File: src/rtl/bkry_pkg.sv
// Package for the bakery ticket lock arbiter: transaction types, action codes and states.
`timescale 1ns / 1ps
`default_nettype none
package bkry_pkg;

  localparam logic ACT_LOCK   = 1'b0;
  localparam logic ACT_UNLOCK = 1'b1;

  typedef struct packed {
    logic       action;
    logic [5:0] requester_id;
  } bkry_req_t;

  typedef struct packed {
    logic [15:0] ticket_given;
    logic [5:0]  holder_id;
    logic        holder_valid;
    logic        ticket_overflow;
  } bkry_res_t;

  typedef enum logic {
    ST_IDLE,
    ST_RUN
  } bkry_state_t;

endpackage
`default_nettype wire

File: src/rtl/bkry_cell.sv
// One ticket cell: holds a requester's ticket and folds it into the running max and min links.
`timescale 1ns / 1ps
`default_nettype none
module bkry_cell
  import bkry_pkg::*;
#(
  parameter int TICKET_BITS = 16,
  parameter int ID_BITS     = 6,
  parameter int CELL_ID     = 0
) (
  input  wire logic                   clk,
  input  wire logic                   rst,
  input  wire logic                   wr_en,
  input  wire logic [TICKET_BITS-1:0] wr_value,
  input  wire logic [TICKET_BITS-1:0] max_in,
  input  wire logic                   min_vld_in,
  input  wire logic [TICKET_BITS-1:0] min_in,
  input  wire logic [ID_BITS-1:0]     min_id_in,
  output logic      [TICKET_BITS-1:0] max_out,
  output logic                        min_vld_out,
  output logic      [TICKET_BITS-1:0] min_out,
  output logic      [ID_BITS-1:0]     min_id_out
);

  logic [TICKET_BITS-1:0] ticket;
  logic                   take_own;

  assign take_own = (ticket != '0) && (!min_vld_in || (ticket < min_in));

  always_ff @(posedge clk) begin
    if (rst) begin
      ticket      <= '0;
      max_out     <= '0;
      min_vld_out <= 1'b0;
    end else begin
      if (wr_en) begin
        ticket <= wr_value;
      end
      max_out     <= (ticket > max_in) ? ticket : max_in;
      min_vld_out <= min_vld_in || (ticket != '0);
    end
  end

  always_ff @(posedge clk) begin
    if (take_own) begin
      min_out    <= ticket;
      min_id_out <= ID_BITS'(CELL_ID);
    end else begin
      min_out    <= min_in;
      min_id_out <= min_id_in;
    end
  end

endmodule
`default_nettype wire

File: config.mk
export PLATFORM = sky130hd
export DESIGN_NAME = bkry_cell
export DESIGN_NICKNAME = d
export VERILOG_FILES = /design/src/rtl/bkry_pkg.sv /design/src/rtl/bkry_cell.sv
export SDC_FILE = /design/constraint.sdc
export NUM_CORES = 1
export LEC_CHECK = 0
export BUFFER_PORTS_ARGS = -buffer_cell sky130_fd_sc_hd__buf_2
export CORE_MARGIN = 2
export CORE_UTILIZATION = 45
export CTS_CLUSTER_SIZE = 12
export DETAILED_ROUTE_END_ITERATION = 10
export HOLD_SLACK_MARGIN = 0.1
export PLACE_DENSITY = 0.76
export SYNTH_ARGS = -nofsm -noshare
export SYNTH_HDL_FRONTEND = slang
export SYNTH_SLANG_ARGS = --single-unit
File: constraint.sdc
create_clock -name clk -period 2.05 [get_ports clk]
set_input_delay 0.3075 -clock clk [delete_from_list [all_inputs] [get_ports clk]]
set_output_delay 0.3075 -clock clk [all_outputs]
set_load 0.05 [all_outputs]
==> reports/metrics.yaml <==
status: "completed"
clock-sinks: 55
rr_worst_depth: 7
grt-ovfl-total: 0
whs_ns: 0.205
min_period_ns: 2.01
ios: 97
ir_worst_vdd_mv: 0.448
synth_nets: 373
rr_endpoint: "min_out[13]"
start_kind: "register"
total_power_mw: 2.62
ant_nets: 0
post-dp-hpwl_um: 5100
synth_area_mm2: 0.00284
areaGrowthSynthToFinish_pct: 33.3
die-height_um: 83.4
fmax_mhz: 498
hold_buffers: 0
crit_fanout: 6
cts-htree-levels: 2
clk_latency_ns: 0.31
synth_seq_area_share_pct: 38.8
drc_errors: 0
hold_depth: 2
io_buffers: 96
whs_endpoint: "min_id_out[1]"
avgRoutedWirePerCell_um: 13.7
grt_pass1_vias: 2312
synth.avg_cell_area_um2: 9.99
relSlewSlack_pct: 55.1
final.setup.worst_slack_ns: 0.0438
crit_chain: "ha_1, a211o_1, o21ai_1, o41ai_2, a21oi_2, buf_6, mux2_4"
end_kind: "register"
syn_inst: 284
yosysWarningCount: 0
grt_max_degree: 50
cts-buffers-inserted: 5
grt_pass1_wl_um: 10500
die-width_um: 83.4
clkTransAtPathRegs_ns: 0.10
yosysUniqueCellTypes: 32
ys_ff_latch: 55
drt_iter0_markers: 51
cts_tree: "built"
setup-tns-final_ns: 0
hold_viol_final: 0
drt_first_pass_iters: 4
fin_skew_ns: 0.00843
initial_utilization_pct: 47.3
coreArea_mm2: 0.00599
timing.rr.start: "ticket[2]"
worstHoldStart: "min_id_in[1]"
antenna_found_initial: 0
worst_pin_slew_ns: 0.674
arrival_ns: 2.21
period_share_pct: 97.9
vias: 2362
diodes: 0
power.density_mw_per_mm2: 693
dieArea_mm2: 0.00695
avgViaCountPerCell: 4.95
required_ns: 2.25
clockBufferDepth: 2
crit_slowest_cell: "dfxtp_1"
wl_um: 6550
setup_viol: 0
drive_above_1_share_pct: 41.0
hold_path.class: "primary input to register"
path_class: "register to register"
nNetsFinal: 490
place_congestion: 0.837
place_ws_ns: -0.160
slowest_delay_ns: 0.33
rows: 28
clockRootBuffer: "clkbuf_8"
drv_cap: 0
grtUsageTotal_pct: 18.5
rrSetupSlack_ns: 0.04
leakagePower_nw: 1.98
slew_viol_final: 0
rsz0062_at_grt: "true"
## kinds of logic after synthesis
family	count (synthesis)	share of synthesized area, %
flip-flops	55	38.8
buffers and inverters	42	6.40
multiplexers	48	19.0
adder cells (fa/ha/maj)	31	13.7
AND/OR/NAND/NOR	81	15.5
AO/OA/AOI/OAI	27	6.66
## flip-flops by register name, summed over array words and instances, names as in the netlist
name	count
max_out	16
min_id_out	6
min_out	16
min_vld_out	1
ticket	16
## placed cells by master (no fill, tap or decap)
| master | netlist | layout |
|---|---|---|
| buf_2 | 1 | 96 |
| dfxtp_1 | 55 | 50 |
| inv_1 | 32 | 32 |
| nand2b_1 | 32 | 32 |
| mux2i_1 | 32 | 31 |
| ha_1 | 31 | 25 |
| nor2_1 | 21 | 21 |
| buf_4 | 0 | 20 |
| mux2_4 | 10 | 16 |
| a21oi_1 | 11 | 9 |
| nor2b_1 | 7 | 7 |
| ha_4 | 0 | 6 |
| nand2_1 | 5 | 5 |
| nor4_1 | 5 | 5 |
| nand4_1 | 5 | 5 |
| clkbuf_8 | 0 | 5 |
| dfxtp_2 | 0 | 5 |
| nand3_1 | 4 | 4 |
| a21oi_2 | 2 | 4 |
| o21ai_1 | 1 | 3 |
| buf_6 | 3 | 3 |
| o211ai_1 | 2 | 2 |
| a21o_1 | 2 | 2 |
| clkinv_2 | 0 | 2 |
| nand3_2 | 1 | 1 |
| a211o_1 | 1 | 1 |
| a41oi_2 | 0 | 1 |
| o41ai_2 | 1 | 1 |
| nor3_1 | 1 | 1 |
| a2111oi_4 | 0 | 1 |
| a211oi_2 | 0 | 1 |
| a21boi_0 | 1 | 1 |
| o31ai_1 | 1 | 1 |
| mux2i_2 | 0 | 1 |
| inv_6 | 0 | 1 |
| buf_12 | 0 | 1 |
## metrics by stage
stage / util [%] / area [um2] / instances
3_3_place_gp: 59.4 / 3560 / 469
3_5_place_dp: 59.4 / 3560 / 469
6_report: 63.1 / 3780 / 477
5_1_grt: 63.1 / 3780 / 477
2_1_floorplan: - / 2850 / 284
4_1_cts: 61.6 / 3690 / 477
## cell usage after synthesis
| library cell | number | share of area, % |
|---|---|---|
| o211ai_1 | 2 | 0.53 |
| nand3_2 | 1 | 0.35 |
| a2111oi_2 | 1 | 0.53 |
| a21o_1 | 2 | 0.53 |
| o41ai_2 | 1 | 0.57 |
| a21boi_0 | 1 | 0.26 |
| nor2b_1 | 7 | 1.5 |
| nor3_1 | 1 | 0.18 |
| a21oi_1 | 11 | 1.9 |
| nand2b_1 | 32 | 7.1 |
| dfxtp_1 | 55 | 39 |
| a41oi_1 | 1 | 0.31 |
| o31ai_1 | 1 | 0.26 |
| clkbuf_1 | 6 | 0.79 |
| nand3_1 | 4 | 0.71 |
| a211oi_1 | 1 | 0.26 |
| mux2_1 | 4 | 1.6 |
| inv_1 | 32 | 4.2 |
| buf_6 | 3 | 1.2 |
| a211o_1 | 1 | 0.31 |
| mux2_4 | 10 | 5.3 |
| buf_2 | 1 | 0.18 |
| nor4_1 | 5 | 1.1 |
| mux2_2 | 2 | 0.79 |
| mux2i_1 | 32 | 11 |
| o21ai_0 | 2 | 0.35 |
| a21oi_2 | 2 | 0.62 |
| nor2_1 | 21 | 2.8 |
| ha_1 | 31 | 14 |
| o21ai_1 | 1 | 0.18 |
| nand4_1 | 5 | 1.1 |
| nand2_1 | 5 | 0.66 |
## layout make-up
class | count | area (um2)
fillers | 501 | 2210
clock inverters | 3 | 18.8
well taps | 75 | 93.8
repair buffers | 120 | 684
inverters | 32 | 120
clock buffers | 5 | 68.8
multi-input cells | 187 | 1690
flip-flops and latches | 55 | 1110
## critical path: cells and delay by family (launching register included)
| family | cells | cell delay [ns] |
|---|---|---|
| DFF | 1 | 0.33 |
| adders and majority gates | 1 | 0.29 |
| buffers and inverters | 1 | 0.18 |
| muxes | 1 | 0.30 |
| AOI/OAI and AO/OA | 4 | 0.80 |
## worst max path at each step
| stage | start | to | slack, ns | cells after the start |
|---|---|---|---|---|
| 4_1_cts | ticket[9] | min_out[13] | 0.0002 | 7 |
| 3_5_place_dp | min_in[7] | min_out[0] | -0.16 | 10 |
| 6_report | ticket[2] | min_out[13] | 0.04 | 7 |
| 5_1_grt | ticket[2] | min_out[0] | -0.02 | 7 |
| 2_1_floorplan | ticket[10] | min_out[10] | 0.004 | 8 |
| 3_3_place_gp | min_in[7] | min_out[0] | -0.11 | 10 |
## metal layers
metal / vias up / wire (um) / global-route usage (%)
met3: 9 / 525 / 6.36
met1: 1074 / 2920 / 23.5
met4: 0 / 88 / 4.92
li1: 1194 / - / -
met5: - / 0 / 0
met2: 85 / 3020 / 29.9
## timing repair
item	in CTS	in global routing
pin swaps	7	8
setup buffers	0	0
hold endpoints to repair	0	0
setup endpoints to repair	14	17
gates resized for setup	8	17
## where the power goes
group	switching [mW]	leakage, nW	internal [mW]
Clock	0.364	0.0483	0.242
Combinational	0.500	1.47	0.326
Sequential	0.0313	0.457	1.16
Total	0.895	1.98	1.72
No activity file was read; power rests on OpenSTA's default activity.
